<file path="src/hw/rtl/motor_pwm_duty_stepper_unit_macros.svh">
// Assertion helpers shared by the motor PWM duty stepper RTL.
// Each macro samples on i_clk and is off while i_rst_n is low.
`ifndef MOTOR_PWM_DUTY_STEPPER_UNIT_MACROS_SVH
`define MOTOR_PWM_DUTY_STEPPER_UNIT_MACROS_SVH

// Check a condition in the same cycle as its trigger.
`define MPDS_ASSERT_NOW(lbl, ante, cons, msg) \
    lbl: assert property (@(posedge i_clk) disable iff (!i_rst_n) (ante) |-> (cons)) \
        else $error(msg);

// Check a condition in the cycle after its trigger.
`define MPDS_ASSERT_NEXT(lbl, ante, cons, msg) \
    lbl: assert property (@(posedge i_clk) disable iff (!i_rst_n) (ante) |=> (cons)) \
        else $error(msg);

`endif

</file>
<file path="src/hw/rtl/mpds_pkg.sv">
package mpds_pkg;

    localparam int unsigned COUNTER_BITS_DEF = 16;

    localparam int unsigned PERIOD_W = 16;
    localparam int unsigned DUTY_W   = 7;
    localparam int unsigned PROD_W   = PERIOD_W + DUTY_W;

    localparam logic [PERIOD_W-1:0] PERIOD_RESET = 16'd50000;
    localparam logic [DUTY_W-1:0]   DUTY_RESET   = 7'd50;
    localparam logic [DUTY_W-1:0]   DUTY_STEP    = 7'd5;
    localparam logic [DUTY_W-1:0]   DUTY_MAX     = 7'd100;
    localparam logic [DUTY_W-1:0]   DUTY_MIN     = 7'd5;

    // period * duty after reset, and the low phase length that goes with it
    localparam logic [PROD_W-1:0] PROD_RESET = PROD_W'(50000 * 50);
    localparam longint unsigned   LEN_RESET  = 50000 - (50000 * 50) / 100;

    // floor(x / 100) = (x * RECIP_100) >> RECIP_SHIFT for every x below 2^23
    localparam int unsigned         RECIP_W     = 24;
    localparam logic [RECIP_W-1:0]  RECIP_100   = 24'd10737419;
    localparam int unsigned         RECIP_SHIFT = 30;

    localparam logic [3:0] KEY_INC = 4'b1101;
    localparam logic [3:0] KEY_DEC = 4'b1011;

    localparam logic [1:0] HOLD_NONE = 2'd0;
    localparam logic [1:0] HOLD_INC  = 2'd1;
    localparam logic [1:0] HOLD_DEC  = 2'd2;

    typedef struct packed {
        logic       step;
        logic       motor_enable;
        logic [3:0] buttons_n;
    } t_tick_ctrl;

endpackage

</file>
<file path="src/hw/rtl/mpds_in_if.sv">
interface mpds_in_if;
    logic       valid;
    logic       ready;
    logic       motor_enable;
    logic       reverse_dir;
    logic [3:0] buttons_n;

    modport source (output valid, output motor_enable, output reverse_dir,
                    output buttons_n, input ready);
    modport sink   (input valid, input motor_enable, input reverse_dir,
                    input buttons_n, output ready);
endinterface

</file>
<file path="src/hw/rtl/mpds_out_if.sv">
interface mpds_out_if;
    logic       valid;
    logic       ready;
    logic [1:0] drive_pins;
    logic [6:0] duty_percent;

    modport source (output valid, output drive_pins, output duty_percent, input ready);
    modport sink   (input valid, input drive_pins, input duty_percent, output ready);
endinterface

</file>
<file path="src/hw/rtl/mpds_duty_keys.sv">
module mpds_duty_keys (
    input  logic                         i_clk,
    input  logic                         i_rst_n,
    input  mpds_pkg::t_tick_ctrl         i_ctrl,
    output logic [mpds_pkg::DUTY_W-1:0]  o_duty,
    output logic [mpds_pkg::DUTY_W-1:0]  o_duty_next
);

    logic [mpds_pkg::DUTY_W-1:0] r_duty, n_duty;
    logic [1:0]                  r_hold, n_hold;

    // Step duty on key release; a press only starts from the no-key state.
    always_comb begin
        n_duty = r_duty;
        n_hold = r_hold;
        if (i_ctrl.step) begin
            case (r_hold)
                mpds_pkg::HOLD_INC: begin
                    if (i_ctrl.buttons_n != mpds_pkg::KEY_INC) begin
                        if (r_duty < mpds_pkg::DUTY_MAX) begin
                            n_duty = r_duty + mpds_pkg::DUTY_STEP;
                        end
                        n_hold = mpds_pkg::HOLD_NONE;
                    end
                end
                mpds_pkg::HOLD_DEC: begin
                    if (i_ctrl.buttons_n != mpds_pkg::KEY_DEC) begin
                        if (r_duty > mpds_pkg::DUTY_MIN) begin
                            n_duty = r_duty - mpds_pkg::DUTY_STEP;
                        end
                        n_hold = mpds_pkg::HOLD_NONE;
                    end
                end
                default: begin
                    if (i_ctrl.motor_enable && i_ctrl.buttons_n == mpds_pkg::KEY_INC) begin
                        n_hold = mpds_pkg::HOLD_INC;
                    end else if (i_ctrl.motor_enable &&
                                 i_ctrl.buttons_n == mpds_pkg::KEY_DEC) begin
                        n_hold = mpds_pkg::HOLD_DEC;
                    end else begin
                        n_hold = mpds_pkg::HOLD_NONE;
                    end
                end
            endcase
        end
    end

    always_ff @(posedge i_clk) begin
        if (!i_rst_n) begin
            r_duty <= mpds_pkg::DUTY_RESET;
            r_hold <= mpds_pkg::HOLD_NONE;
        end else begin
            r_duty <= n_duty;
            r_hold <= n_hold;
        end
    end

    assign o_duty      = r_duty;
    assign o_duty_next = n_duty;

endmodule

</file>
<file path="src/hw/rtl/mpds_phase_len.sv">
module mpds_phase_len #(
    parameter int unsigned COUNTER_BITS = mpds_pkg::COUNTER_BITS_DEF
) (
    input  logic                           i_clk,
    input  logic                           i_rst_n,
    input  logic [mpds_pkg::PERIOD_W-1:0]  i_period,
    input  logic [mpds_pkg::PERIOD_W-1:0]  i_period_next,
    input  logic [mpds_pkg::DUTY_W-1:0]    i_duty_next,
    output logic [COUNTER_BITS-1:0]        o_on_len,
    output logic [COUNTER_BITS-1:0]        o_off_len
);

    localparam longint unsigned CNT_MAX = (64'd1 << COUNTER_BITS) - 64'd1;
    localparam int unsigned     QUOT_W  = mpds_pkg::PROD_W + mpds_pkg::RECIP_W;

    logic [mpds_pkg::PROD_W-1:0]   r_prod;
    logic [QUOT_W-1:0]             w_scaled;
    logic [mpds_pkg::PERIOD_W-1:0] w_on;
    logic [mpds_pkg::PERIOD_W-1:0] w_off;

    // Keep period * duty for the state the block will hold next cycle.
    always_ff @(posedge i_clk) begin
        if (!i_rst_n) begin
            r_prod <= mpds_pkg::PROD_RESET;
        end else begin
            r_prod <= mpds_pkg::PROD_W'(i_period_next) * mpds_pkg::PROD_W'(i_duty_next);
        end
    end

    // Divide by 100 through the reciprocal.
    assign w_scaled = QUOT_W'(r_prod) * QUOT_W'(mpds_pkg::RECIP_100);
    assign w_on     = w_scaled[mpds_pkg::RECIP_SHIFT +: mpds_pkg::PERIOD_W];
    assign w_off    = (w_on > i_period) ? '0 : i_period - w_on;

    // Saturate to the counter range.
    assign o_on_len  = (64'(w_on) > CNT_MAX) ? COUNTER_BITS'(CNT_MAX) : COUNTER_BITS'(w_on);
    assign o_off_len = (64'(w_off) > CNT_MAX) ? COUNTER_BITS'(CNT_MAX) : COUNTER_BITS'(w_off);

endmodule

</file>
<file path="src/hw/rtl/motor_pwm_duty_stepper_unit.sv">
// An input item waits in the input register, its result in the output one;
// a result held while o_out.ready is low stalls input. Throughput: one tick
// item per cycle unless stalled; counter, level, duty loops add no register.
// Reset: i_rst_n synchronous, active low; duty 50, period 50000, level low,
// counter 0, phase length 25000 (saturated to the counter), no key held.
`include "motor_pwm_duty_stepper_unit_macros.svh"

module motor_pwm_duty_stepper_unit #(
    parameter int unsigned COUNTER_BITS = mpds_pkg::COUNTER_BITS_DEF
) (
    input  logic                           i_clk,
    input  logic                           i_rst_n,
    mpds_in_if.sink                        i_in,
    mpds_out_if.source                     o_out,
    input  logic                           i_cfg_we,
    input  logic [mpds_pkg::PERIOD_W-1:0]  i_cfg_wdata
);

    localparam longint unsigned CNT_MAX = (64'd1 << COUNTER_BITS) - 64'd1;
    localparam longint unsigned LEN_RST =
        (mpds_pkg::LEN_RESET > CNT_MAX) ? CNT_MAX : mpds_pkg::LEN_RESET;

    // ---------------------------------------------------------------
    // Input register: holds one tick item until the step stage takes it.
    // ---------------------------------------------------------------
    logic       r_in_valid;
    logic       r_en;
    logic       r_rev;
    logic [3:0] r_btn;

    // Output register
    logic                          r_out_valid;
    logic [1:0]                    r_out_pins;
    logic [mpds_pkg::DUTY_W-1:0]   r_out_duty;

    // PWM time base
    logic                          r_level;
    logic [COUNTER_BITS-1:0]       r_elapsed;
    logic [COUNTER_BITS-1:0]       r_len;
    logic [mpds_pkg::PERIOD_W-1:0] r_period, n_period;

    logic                          w_step;
    logic                          w_toggle;
    logic [1:0]                    w_pins;
    logic [COUNTER_BITS-1:0]       w_on_len;
    logic [COUNTER_BITS-1:0]       w_off_len;
    logic [mpds_pkg::DUTY_W-1:0]   w_duty;
    logic [mpds_pkg::DUTY_W-1:0]   w_duty_next;
    mpds_pkg::t_tick_ctrl          w_ctrl;

    // Advance the held item when the output register is free or draining.
    assign w_step     = r_in_valid && (!r_out_valid || o_out.ready);
    assign i_in.ready = !r_in_valid || w_step;

    always_ff @(posedge i_clk) begin
        if (!i_rst_n) begin
            r_in_valid <= 1'b0;
        end else if (i_in.ready) begin
            r_in_valid <= i_in.valid;
        end
    end

    // Payload needs no reset.
    always_ff @(posedge i_clk) begin
        if (i_in.valid && i_in.ready) begin
            r_en  <= i_in.motor_enable;
            r_rev <= i_in.reverse_dir;
            r_btn <= i_in.buttons_n;
        end
    end

    // ---------------------------------------------------------------
    // Period register: a write takes effect at the next toggle, since
    // phase lengths are only reloaded there.
    // ---------------------------------------------------------------
    assign n_period = i_cfg_we ? i_cfg_wdata : r_period;

    always_ff @(posedge i_clk) begin
        if (!i_rst_n) begin
            r_period <= mpds_pkg::PERIOD_RESET;
        end else begin
            r_period <= n_period;
        end
    end

    // ---------------------------------------------------------------
    // Duty and key handling.
    // ---------------------------------------------------------------
    assign w_ctrl.step         = w_step;
    assign w_ctrl.motor_enable = r_en;
    assign w_ctrl.buttons_n    = r_btn;

    mpds_duty_keys u_keys (
        .i_clk       (i_clk),
        .i_rst_n     (i_rst_n),
        .i_ctrl      (w_ctrl),
        .o_duty      (w_duty),
        .o_duty_next (w_duty_next)
    );

    // On and off lengths for the current period and duty; the product
    // is registered inside so only the divide-by-100 sits in this path.
    mpds_phase_len #(
        .COUNTER_BITS (COUNTER_BITS)
    ) u_len (
        .i_clk         (i_clk),
        .i_rst_n       (i_rst_n),
        .i_period      (r_period),
        .i_period_next (n_period),
        .i_duty_next   (w_duty_next),
        .o_on_len      (w_on_len),
        .o_off_len     (w_off_len)
    );

    // ---------------------------------------------------------------
    // Phase counter: a phase of length L lasts L+1 ticks. On a toggle,
    // load the length of the phase being entered.
    // ---------------------------------------------------------------
    assign w_toggle = (r_elapsed >= r_len);

    always_ff @(posedge i_clk) begin
        if (!i_rst_n) begin
            r_level   <= 1'b0;
            r_elapsed <= '0;
            r_len     <= COUNTER_BITS'(LEN_RST);
        end else if (w_step) begin
            if (w_toggle) begin
                r_level   <= ~r_level;
                r_len     <= r_level ? w_off_len : w_on_len;
                r_elapsed <= '0;
            end else begin
                r_elapsed <= r_elapsed + COUNTER_BITS'(1);
            end
        end
    end

    // Pins come from the level before this tick's toggle; drop both when off.
    always_comb begin
        if (!r_en) begin
            w_pins = 2'b00;
        end else if (r_rev) begin
            w_pins = {r_level, 1'b0};
        end else begin
            w_pins = {1'b0, r_level};
        end
    end

    // ---------------------------------------------------------------
    // Output register: the result waits here while the next tick is taken.
    // ---------------------------------------------------------------
    always_ff @(posedge i_clk) begin
        if (!i_rst_n) begin
            r_out_valid <= 1'b0;
        end else if (w_step) begin
            r_out_valid <= 1'b1;
        end else if (o_out.ready) begin
            r_out_valid <= 1'b0;
        end
    end

    always_ff @(posedge i_clk) begin
        if (w_step) begin
            r_out_pins <= w_pins;
            r_out_duty <= w_duty_next;
        end
    end

    assign o_out.valid        = r_out_valid;
    assign o_out.drive_pins   = r_out_pins;
    assign o_out.duty_percent = r_out_duty;

    // ---------------------------------------------------------------
    // Assertions
    // ---------------------------------------------------------------
    `MPDS_ASSERT_NOW(a_elapsed_in_phase, 1'b1, r_elapsed <= r_len, "counter passed phase length")
    `MPDS_ASSERT_NOW(a_duty_range, 1'b1, w_duty >= mpds_pkg::DUTY_MIN && w_duty <= mpds_pkg::DUTY_MAX, "duty out of range")
    `MPDS_ASSERT_NOW(a_one_pin, r_out_valid, !(r_out_pins[0] && r_out_pins[1]), "both pins driven")
    `MPDS_ASSERT_NEXT(a_disabled_low, w_step && !r_en, r_out_pins == 2'b00, "pins driven while disabled")
    `MPDS_ASSERT_NEXT(a_hold_time_base, !w_step, $stable(r_level) && $stable(r_elapsed), "time base moved without a tick")

endmodule
</file>
<file path="src/flat_wrapper.sv">
// flat-port wrapper written by rule: the top's interface ports become plain ports
module motor_pwm_duty_stepper_unit_flat 
#(
    parameter int unsigned COUNTER_BITS = mpds_pkg::COUNTER_BITS_DEF
)
  (i_clk, i_rst_n, i_cfg_we, i_cfg_wdata, i_in_valid, i_in_motor_enable, i_in_reverse_dir, i_in_buttons_n, i_in_ready, o_out_valid, o_out_drive_pins, o_out_duty_percent, o_out_ready);
  mpds_in_if i_in_i ();
  mpds_out_if o_out_i ();
  input  logic i_clk;
  input  logic i_rst_n;
  input  logic i_cfg_we;
  input  logic [mpds_pkg::PERIOD_W-1:0] i_cfg_wdata;
  input wire logic [$bits(i_in_i.valid)-1:0] i_in_valid;
  input wire logic [$bits(i_in_i.motor_enable)-1:0] i_in_motor_enable;
  input wire logic [$bits(i_in_i.reverse_dir)-1:0] i_in_reverse_dir;
  input wire logic [$bits(i_in_i.buttons_n)-1:0] i_in_buttons_n;
  output wire logic [$bits(i_in_i.ready)-1:0] i_in_ready;
  output wire logic [$bits(o_out_i.valid)-1:0] o_out_valid;
  output wire logic [$bits(o_out_i.drive_pins)-1:0] o_out_drive_pins;
  output wire logic [$bits(o_out_i.duty_percent)-1:0] o_out_duty_percent;
  input wire logic [$bits(o_out_i.ready)-1:0] o_out_ready;
  assign i_in_i.valid = i_in_valid;
  assign i_in_i.motor_enable = i_in_motor_enable;
  assign i_in_i.reverse_dir = i_in_reverse_dir;
  assign i_in_i.buttons_n = i_in_buttons_n;
  assign i_in_ready = i_in_i.ready;
  assign o_out_valid = o_out_i.valid;
  assign o_out_drive_pins = o_out_i.drive_pins;
  assign o_out_duty_percent = o_out_i.duty_percent;
  assign o_out_i.ready = o_out_ready;
  motor_pwm_duty_stepper_unit #(.COUNTER_BITS(COUNTER_BITS)) u_core (.i_clk(i_clk), .i_rst_n(i_rst_n), .i_in(i_in_i), .o_out(o_out_i), .i_cfg_we(i_cfg_we), .i_cfg_wdata(i_cfg_wdata));
endmodule
</file>
<file path="config.mk">
export PLATFORM = sky130hd
export DESIGN_NAME = motor_pwm_duty_stepper_unit_flat
export DESIGN_NICKNAME = d
export VERILOG_FILES = /design/src/hw/rtl/mpds_pkg.sv /design/src/hw/rtl/mpds_in_if.sv /design/src/hw/rtl/mpds_out_if.sv /design/src/hw/rtl/mpds_duty_keys.sv /design/src/hw/rtl/mpds_phase_len.sv /design/src/hw/rtl/motor_pwm_duty_stepper_unit.sv /design/src/flat_wrapper.sv
export VERILOG_INCLUDE_DIRS = /design/src /design/src/hw/rtl
export SDC_FILE = /design/constraint.sdc
export NUM_CORES = 1
export LEC_CHECK = 0
export BUFFER_PORTS_ARGS = -buffer_cell sky130_fd_sc_hd__buf_2
export CAP_MARGIN = 20
export CELL_PAD_IN_SITES_DETAIL_PLACEMENT = 0
export CELL_PAD_IN_SITES_GLOBAL_PLACEMENT = 1
export CORE_MARGIN = 4
export CORE_UTILIZATION = 45
export CTS_BUF_LIST = sky130_fd_sc_hd__clkbuf_2 sky130_fd_sc_hd__clkbuf_4 sky130_fd_sc_hd__clkbuf_8
export DETAILED_ROUTE_END_ITERATION = 12
export PLACE_DENSITY = 0.78
export SETUP_SLACK_MARGIN = 0.05
export SYNTH_ARGS = -nofsm -noshare
export SYNTH_HDL_FRONTEND = slang
export SYNTH_HIERARCHICAL = 1
export SYNTH_SLANG_ARGS = --single-unit
</file>
<file path="constraint.sdc">
create_clock -name i_clk -period 12.45 [get_ports i_clk]
set_clock_uncertainty 0.15 [all_clocks]
set_input_delay 2.49 -clock i_clk [delete_from_list [all_inputs] [get_ports i_clk]]
set_output_delay 2.49 -clock i_clk [all_outputs]
set_load 0.01 [all_outputs]
</file>
# Yosys cells after proc, flatten, opt, wreduce, memory -nomap -nowiden
# Cells that the tools add are included.
[classes]
reduce_logical = 13
n_lt_le_gt_ge = 4
addsub = 4
mux = 17
n_mul = 2
n_eq_ne = 8
n_bitwise = 2
[op_table]
columns = ["op", "count"]
rows = [
  ["16-bit two-way mux", 4],
  ["23-bit by 24-bit multiplier with 46-bit output, second input constant", 1],
  ["7-bit two-way mux", 5],
  ["16-bit by 7-bit multiplier with 23-bit output", 1],
  ["16-bit by 1-bit adder with 16-bit output, second input constant", 1],
  ["16-bit greater-or-equal comparator", 1],
  ["16-bit > comparator", 1],
  ["16-bit subtractor", 1],
  ["7-bit case mux with 2 select lines", 1],
  ["4-bit == test, second input constant", 2],
  ["2-bit two-way mux", 4],
  ["4-bit inequality test, second input constant", 2],
  ["7-bit by 3-bit adder with 7-bit output, second input constant", 1],
  ["7-bit by 3-bit > comparator with 1-bit output, second input constant", 1],
  ["7-bit < comparator, second input constant", 1],
  ["7-bit by 3-bit subtractor with 7-bit output, second input constant", 1],
  ["1-bit logical AND", 4],
  ["2-bit inequality test, second input constant", 2],
  ["2-bit case mux with 2 select lines", 1],
  ["2-bit AND reduction", 2],
  ["3-bit AND reduction", 1],
  ["2-bit by 1-bit == test with 1-bit output, second input constant", 1],
  ["2-bit == test, second input constant", 1],
  ["1-bit zero test", 2],
  ["other kinds (5)", 8],
]
[totals]
word_cells = 65
inputBits = 27
register_bits = 98

# Depth between registers and ports, before layout
# Gate-level depths: netlist of run 1.
[depth]
depth_word = 6
depth_mapped = 37
depth_no_buf = 37

# Cells and area by module
# Netlist of run 1, hierarchy kept.
[modules_own_cells]
columns = ["mod", "n_inst", "area_per_inst_um2", "seq_area_each_um2", "cells_per_inst"]
rows = [
  ["mpds_phase_len", 1, 13686.9, 460.4, 1438],
  ["motor_pwm_duty_stepper_unit", 1, 3134.3, 1471.4, 298],
  ["mpds_duty_keys", 1, 905.9, 180.2, 123],
]

# Least setup slack after synthesis of run 1
# OpenSTA, ideal clock, no wires.
[synth_timing]
path_kind = "input port to flip-flop"
start = "input port o_out_ready"
end = "register u_core/u_len/r_prod[22] (netlist bit)"
t_arrival_ps = 8863
n_path_buf = 2
cell_stages = 30
path_slack_ps = 3320
path_cell_list = "nand2b_1 nand2_1 inv_1 nor2b_1 buf_2 nand2_1 o311ai_1 clkbuf_1 nand2_1 fa_1 inv_1 ha_1 ha_1 inv_1 fa_1 inv_1 ha_1 a21o_1 a21oi_1 o21bai_1 a21oi_1 o21bai_1 a21oi_1 o21ai_0 a2111oi_0 o31ai_1 o41ai_1 o21ai_1 xnor2_1 nor2_1"
[synth_between]
elab_chain_cells = 4
[synth_rtl]
columns = ["element", "line", "text"]
rows = [
  ["start: declaration", "flat_wrapper.sv:21", "input wire logic [$bits(o_out_i.ready)-1:0] o_out_ready;"],
  ["1-bit logical OR", "motor_pwm_duty_stepper_unit.sv:52", "assign w_step = r_in_valid && (!r_out_valid || o_out.ready);"],
  ["1-bit logical AND", "motor_pwm_duty_stepper_unit.sv:52", ""],
  ["named net u_core.w_step", "motor_pwm_duty_stepper_unit.sv:42", "logic w_step;"],
  ["7-bit two-way mux", "mpds_duty_keys.sv:16", "if (i_ctrl.step) begin"],
  ["named net u_core.w_duty_next, one bit", "motor_pwm_duty_stepper_unit.sv:48", "logic [mpds_pkg::DUTY_W-1:0] w_duty_next;"],
  ["16-bit by 7-bit multiplier with 23-bit output", "mpds_phase_len.sv:26", "r_prod <= mpds_pkg::PROD_W'(i_period_next) * mpds_pkg::PROD_W'(i_duty_next);"],
  ["end signal: assignment", "mpds_phase_len.sv:24", "r_prod <= mpds_pkg::PROD_RESET;"],
  ["end signal: assignment", "mpds_phase_len.sv:26", ""],
  ["end: declaration", "mpds_phase_len.sv:16", "logic [mpds_pkg::PROD_W-1:0] r_prod;"],
]
# The timed path passes the listed nets, and every way through them passes these cells.
# A chain may end at the register's enable or synchronous reset.

# Worst setup path in the final report of run 1
[layout_timing]
start = "register u_core/u_len/r_prod[3] (netlist bit)"
end = "register u_core.r_len[8]"
[layout_between]
elab_chain_cells = 4
word_cells_on_any_way = 5
[layout_rtl]
columns = ["element", "line", "text"]
rows = [
  ["23-bit by 24-bit multiplier with 46-bit output", "mpds_phase_len.sv:31", "assign w_scaled = QUOT_W'(r_prod) * QUOT_W'(mpds_pkg::RECIP_100);"],
  ["named net u_core.w_on_len[14]", "motor_pwm_duty_stepper_unit.sv:45", "logic [COUNTER_BITS-1:0] w_on_len;"],
  ["16-bit > comparator", "mpds_phase_len.sv:33", "assign w_off = (w_on > i_period) ? '0 : i_period - w_on;"],
  ["16-bit two-way mux", "mpds_phase_len.sv:33", ""],
  ["named net u_core.w_off_len[8]", "motor_pwm_duty_stepper_unit.sv:46", "logic [COUNTER_BITS-1:0] w_off_len;"],
  ["16-bit two-way mux", "motor_pwm_duty_stepper_unit.sv:129", "r_len <= r_level ? w_off_len : w_on_len;"],
  ["end signal: assignment", "motor_pwm_duty_stepper_unit.sv:125", "r_len <= COUNTER_BITS'(LEN_RST);"],
  ["end signal: assignment", "motor_pwm_duty_stepper_unit.sv:129", ""],
  ["end: declaration", "motor_pwm_duty_stepper_unit.sv:39", "logic [COUNTER_BITS-1:0] r_len;"],
]
# The timed path passes the listed nets, and every way through them passes these cells.

==> results of run 1 <==
-- stage by stage --
step                      util (%)  std cells
after floorplan                  -       1859
after global placement        47.5       2383
after detailed placement      47.5       2383
after CTS                     48.0       2399
after global routing          48.0       2399
final                         48.0       2399
-- flip-flops by register name, indices dropped and copies added, names as in the netlist --
| name | count |
|---|---|
| u_core/u_keys/r_hold | 2 |
| u_core/o_out.drive_pins | 2 |
| u_core/o_out.valid | 1 |
| u_core/o_out.duty_percent | 7 |
| u_core/r_len | 16 |
| u_core/r_period | 16 |
| u_core/r_in_valid | 1 |
| u_core/r_elapsed | 16 |
| u_core/r_en | 1 |
| u_core/u_keys/o_duty | 7 |
| u_core/r_btn | 4 |
| u_core/u_len/r_prod | 23 |
| u_core/r_level | 1 |
| u_core/r_rev | 1 |
-- layout by cell type (no fill, tap or decap), drive strengths merged, types with 35 or more instances in the layout --
master	n
inv	393
ha	312
fa	263
nand2	138
dfxtp	83
nor2	60
a21oi	55
and2	52
buf	44
xnor2	40
nor3	35
-- area by class of cell --
cell class / count / share of cell area, %
Sequential cell: 98 / 11.3
Timing Repair Buffer: 44 / 1.28
Inverter: 391 / 7.88
Clock buffer: 9 / 0.665
Multi-Input combinational cell: 1332 / 75.0
Tap cell: 518 / 3.48
Clock inverter: 7 / 0.329
-- kinds of logic after synthesis --
logic type      count (synthesis)  synth area share (%)
buf+inv                       429                  9.25
simple gates                  404                  11.5
compound gates                241                  9.54
flops                          98                  11.9
mux                            41                  2.56
xor+xnor                       67                  3.31
fa+ha+maj                     579                  52.0
-- worst max-delay path, delay by kind of cell (launching register included) --
kind,cells,cell delay [ps]
DFF,1,670
adders and majority gates,9,4300
xor gates and xnor gates,1,550
and+or+nand+nor,5,580
muxes,1,280
buffers and inverters,6,460
AOI/OAI and AO/OA,12,2970
-- layer usage --
layer	track usage [%]	vias to the layer above
li1	-	6096
met4	5.63	2
met1	30.3	6251
met3	2.79	66
met2	36.5	252
met5	0	-
-- synth_stat cells, drive strengths merged, types with 16 or more instances --
| cell | count | area share (%) |
|---|---|---|
| and2 | 52 | 1.8 |
| dfxtp | 83 | 9.4 |
| mux2 | 34 | 2.2 |
| xor2 | 27 | 1.3 |
| xnor2 | 40 | 2.0 |
| o21ai | 31 | 0.90 |
| nor2 | 60 | 1.3 |
| ha | 312 | 22 |
| a21o | 31 | 1.4 |
| clkbuf | 24 | 0.52 |
| a31oi | 21 | 0.74 |
| nor3 | 35 | 0.99 |
| fa | 263 | 30 |
| a21oi | 55 | 1.6 |
| inv | 390 | 8.3 |
| and3 | 16 | 0.56 |
| nand2 | 138 | 2.9 |
| or2 | 16 | 0.56 |
| a211oi | 23 | 1.2 |
-- how the worst max path moves through the flow --
stage                     depth (start not counted)  slack, ps                       to                   start
final                                            34       2330          u_core/r_len[8]  u_core/u_len/r_prod[3]
after global routing                             30       1430  u_core/u_len/r_prod[22]             o_out_ready
after CTS                                        34       2330          u_core/r_len[8]  u_core/u_len/r_prod[3]
after detailed placement                         30       2000  u_core/u_len/r_prod[22]             o_out_ready
after global placement                           30       2220  u_core/u_len/r_prod[22]             o_out_ready
after floorplan                                  30       3320  u_core/u_len/r_prod[22]             o_out_ready
==> out/metrics.cfg, run 1 <==
[grt]
grt-ovfl-total=0
grt_pass1_wl_microns=73000
grt_max_degree=46
grt_use_total_pct=21.9
grt_pass1_vias=13413
antenna_found_initial=1

[setup_path]
cp_max_fo=17
r2r-end=u_core/r_len[8]
cpMostUsedCell=fa_1
worstSetupEndpointType=flop
cpPeakStageDelay_ps=670
cp.required_ps=12570
reg2reg_depth=34
r2r-start=u_core/u_len/r_prod[3]
crit_type=reg -> reg
crit_slowest_cell=dfxtp_1
cp-start-kind=flop
r2r_setup_slack_ps=2330
cp_data_arrival_time_ps=10240

[floorplanning]
die_w_microns=206
io_pins=38
start_util_pct=45.7
core_area_sq_um=38800
rows=72
dieArea_sq_um=42600
die_h_microns=206

[clock_tree]
insertion_delay_ps=400
hold_buffers=0
htreeDepth=3
postCtsSetupBuffers=0
clkSlewWorstSetupHoldPaths_ps=120
cts-root-buf=clkbuf_8
numCtsBuffers=9
cts_sinks=98
cts_tree=built
cts_resized=0
max-clock-path-buffers=2

[timing]
finalWorstSetupSlack_ps=2330
holdWs_ps=332
grt_setup_unrepaired=no
final_max_slew_viol_count=0
setup_viol=0
hold_violations=0
fmax_mhz=98.8
period_share_pct=81.3
slew_headroom_pct=42.0
fin_setup_tns_ps=0
tightestPinTransition_ps=869
min_period_ps=10120

[run_status]
status=completed

[route]
wl_met1_microns=19900
vias=12667
top_layer_used=met5
wl_met3_microns=1860
viasPerCell=5.28
wl_met2_microns=21300
wl_per_cell_microns=18.4
drtPass1Iterations=5
drtIter0Drc=668
drt_wl_total_microns=44200
drcViolationCount=0
postRouteAntennaNets=0

[hold_path]
min_path_type=reg -> reg
hold_start=u_core/r_len[0]
whs_path_depth=2
holdPathEnd=u_core/r_len[0]

[placement]
place.gp.congestion=0.974
place_area_sq_um=18400
pre_cts_ws_ps=2000
io_buffers=37
dp_hpwl_microns=37600

[yosys]
ys_ff_latch=98
ys.flop_type=dfxtp_1
syn_area_sq_um=17700
syn_area_per_cell_sq_um=9.54
synthArstFlopShare_pct=0
synth_edf_count=15
seq_area_frac_synth_pct=11.9
synthCells=1859
synth-warning-count=6
yosysUniqueCellTypes=83
syn_nets=2461

[finish]
ff_latch_area_sq_um=2110
drive_above_1_share_pct=6.70
fin_area_sq_um=18600
nNetsFinal=2478
antennaDiodeCount=0
syn2layout_area_growth_pct=5.11
multiInputGateArea_sq_um=14000
nFillCells=3779

[flow_run]
maxCapViolCount=0

Power of run 1 is not shown: default switching activity piles up to over one toggle a cycle in this logic, so the estimate is an artifact.
==> inputs of run 2 (changes only) <==
--- a/config.mk
+++ b/config.mk
@@ -6,6 +6,7 @@
 export SDC_FILE = /design/constraint.sdc
 export NUM_CORES = 1
 export LEC_CHECK = 0
+export ABC_AREA = 1
 export BUFFER_PORTS_ARGS = -buffer_cell sky130_fd_sc_hd__buf_2
 export CAP_MARGIN = 20
 export CELL_PAD_IN_SITES_DETAIL_PLACEMENT = 0
@@ -14,7 +15,7 @@
 export CORE_UTILIZATION = 45
 export CTS_BUF_LIST = sky130_fd_sc_hd__clkbuf_2 sky130_fd_sc_hd__clkbuf_4 sky130_fd_sc_hd__clkbuf_8
 export DETAILED_ROUTE_END_ITERATION = 12
-export PLACE_DENSITY = 0.78
+export PLACE_DENSITY = 0.8
 export SETUP_SLACK_MARGIN = 0.05
 export SYNTH_ARGS = -nofsm -noshare
 export SYNTH_HDL_FRONTEND = slang
==> constraint.sdc (replaced) <==
create_clock -name i_clk -period 10.01 [get_ports i_clk]
set_clock_uncertainty 0.15 [all_clocks]
set_input_delay 2.002 -clock i_clk [delete_from_list [all_inputs] [get_ports i_clk]]
set_output_delay 2.002 -clock i_clk [all_outputs]
set_load 0.01 [all_outputs]
==> run 2 against run 1 <==
  * Register-to-register slack got worse by 840 ps
  * Hold slack got worse by 15 ps
  * Highest routed layer is now met4
  * Die area rose by 8.1%
  * Largest cell class unchanged
  * Fmax rose by 19%
  * First-iteration DRC count rose by 28%
==> out/metrics.cfg, run 2 <==
[yosys]
yosysUniqueCellTypes=50
synth-warning-count=6
synthTopCellsByArea=fa_1 (27%), ha_1 (20%), inv_1 (11%)
syn_area_per_cell_sq_um=7.82
synth_top_area_share_pct=27.4
yosysTopAreaCell=fa_1
ys.flop_type=dfxtp_1
ys_top_cells_by_count=inv_1 (578), nand2_1 (563), ha_1 (312)
seq_area_frac_synth_pct=11.0
synthArstFlopShare_pct=0
synthCells=2459
synth_most_common_cell=inv_1
synth_edf_count=15
ys_ff_latch=98
syn_area_sq_um=19200
syn_nets=3061

[floorplanning]
die_h_microns=215
dieArea_sq_um=46100
core_area_sq_um=42000
io_pins=38
rows=75
start_util_pct=45.7
die_w_microns=215

[clock_tree]
numCtsBuffers=9
htreeDepth=3
cts_resized=0
cts-root-buf=clkbuf_8
postCtsSetupBuffers=0
cts_tree=built
insertion_delay_ps=450
max-clock-path-buffers=2
clkSlewWorstSetupHoldPaths_ps=110
hold_buffers=0
cts_sinks=98

[grt]
grt_pass1_vias=15695
grt_max_degree=51
antenna_found_initial=0
grt_pass1_wl_microns=85200
grt_use_total_pct=23.4
grt-ovfl-total=0

[setup_path]
critPathBufInv=6
worstSetupEndpointType=flop
cpPeakStageDelay_ps=700
cp_max_fo=15
crit_type=reg -> reg
cp-start-kind=flop
crit_slowest_cell=dfxtp_1
cpMostUsedCell=fa_1
path_delay_family=adder cells
cp_data_arrival_time_ps=8760
cp.required_ps=10240

[finish]
nNetsFinal=3079
drive_above_1_share_pct=6.29
regMostFlops=u_core/u_len/r_prod
syn2layout_area_growth_pct=4.80
final_cell_mix=inv_1 (578), nand2_1 (563), ha_1 (312), fa_1 (263), nor2_1 (126)
antennaDiodeCount=0
final_core_util_pct=47.9
largest_reg_flops=23
final_common_cell=inv_1

[placement]
pre_cts_ws_ps=1460
place.gp.congestion=1.03
dp_hpwl_microns=46300
io_buffers=37

[timing]
slew_headroom_pct=50.0
grt_setup_unrepaired=no
tightestPinTransition_ps=748
hold_violations=0
finalWorstSetupSlack_ps=1480
min_period_ps=8530
period_share_pct=85.2
final_max_slew_viol_count=0
fmax_mhz=117
setup_viol=0
fin_setup_tns_ps=0

[route]
viasPerCell=5.06
vias=15277
wl_per_cell_microns=17.5
drcViolationCount=0
postRouteAntennaNets=0
drtIter0Drc=857
drt_wl_total_microns=52700
drtPass1Iterations=5

[hold_path]
min_path_type=reg -> reg

[flow_run]
maxCapViolCount=0

[run_status]
status=completed

## run 2: worst paths after layout
kind	cells past startpoint	start	end	slack (ps)
worst max-delay path	35	u_core/u_len/r_prod[5]	u_core/r_len[2]	1480
worst min-delay path	2	u_core/r_len[7]	u_core/r_len[7]	320
worst max register to register	35	u_core/u_len/r_prod[5]	u_core/r_len[2]	1480
worst min register to register	2	u_core/r_len[7]	u_core/r_len[7]	320
## run 2: area by class of cell
class / instances / area, sq um
tap: 539 / 674
sequential: 98 / 2110
multi-input combinational: 1738 / 14700
inverter: 589 / 2210
clock inverter: 7 / 86.3
timing repair buffer: 41 / 215
fill: 4248 / 21900
clock buffer: 9 / 124
## run 2: per-layer routing
| metal | up-vias | part of all wire (%) | GRT usage, % |
|---|---|---|---|
| met5 | - | 0 | 0 |
| met1 | 7359 | 47 | 32.6 |
| met3 | 43 | 5.9 | 4.72 |
| li1 | 7566 | - | - |
| met2 | 309 | 45 | 37.8 |
| met4 | 0 | 1.7 | 5.27 |
## run 2: through the flow
stage          hold slack, ps  area [sq um]  std cells
5_1_grt                   348         20100       3021
6_report                  317         20100       3021
4_1_cts                   322         20100       3021
2_1_floorplan             279         19200       2459
3_5_place_dp              294         19900       3005
3_3_place_gp              291         19900       3005
## run 2: kinds of logic after synthesis
group           share of synthesized area, %
xor+xnor                                1.69
compound gates                          5.86
mux                                    0.573
buf+inv                                 12.4
fa+ha+maj                               47.7
flops                                   11.0
simple gates                            20.8
## run 2: worst min-delay path: stages, from the launching register on
cell	delay [ps]
dfxtp_1	340
nand2_1	50
nand3_1	50
Power of run 2 is left out for the same reason.
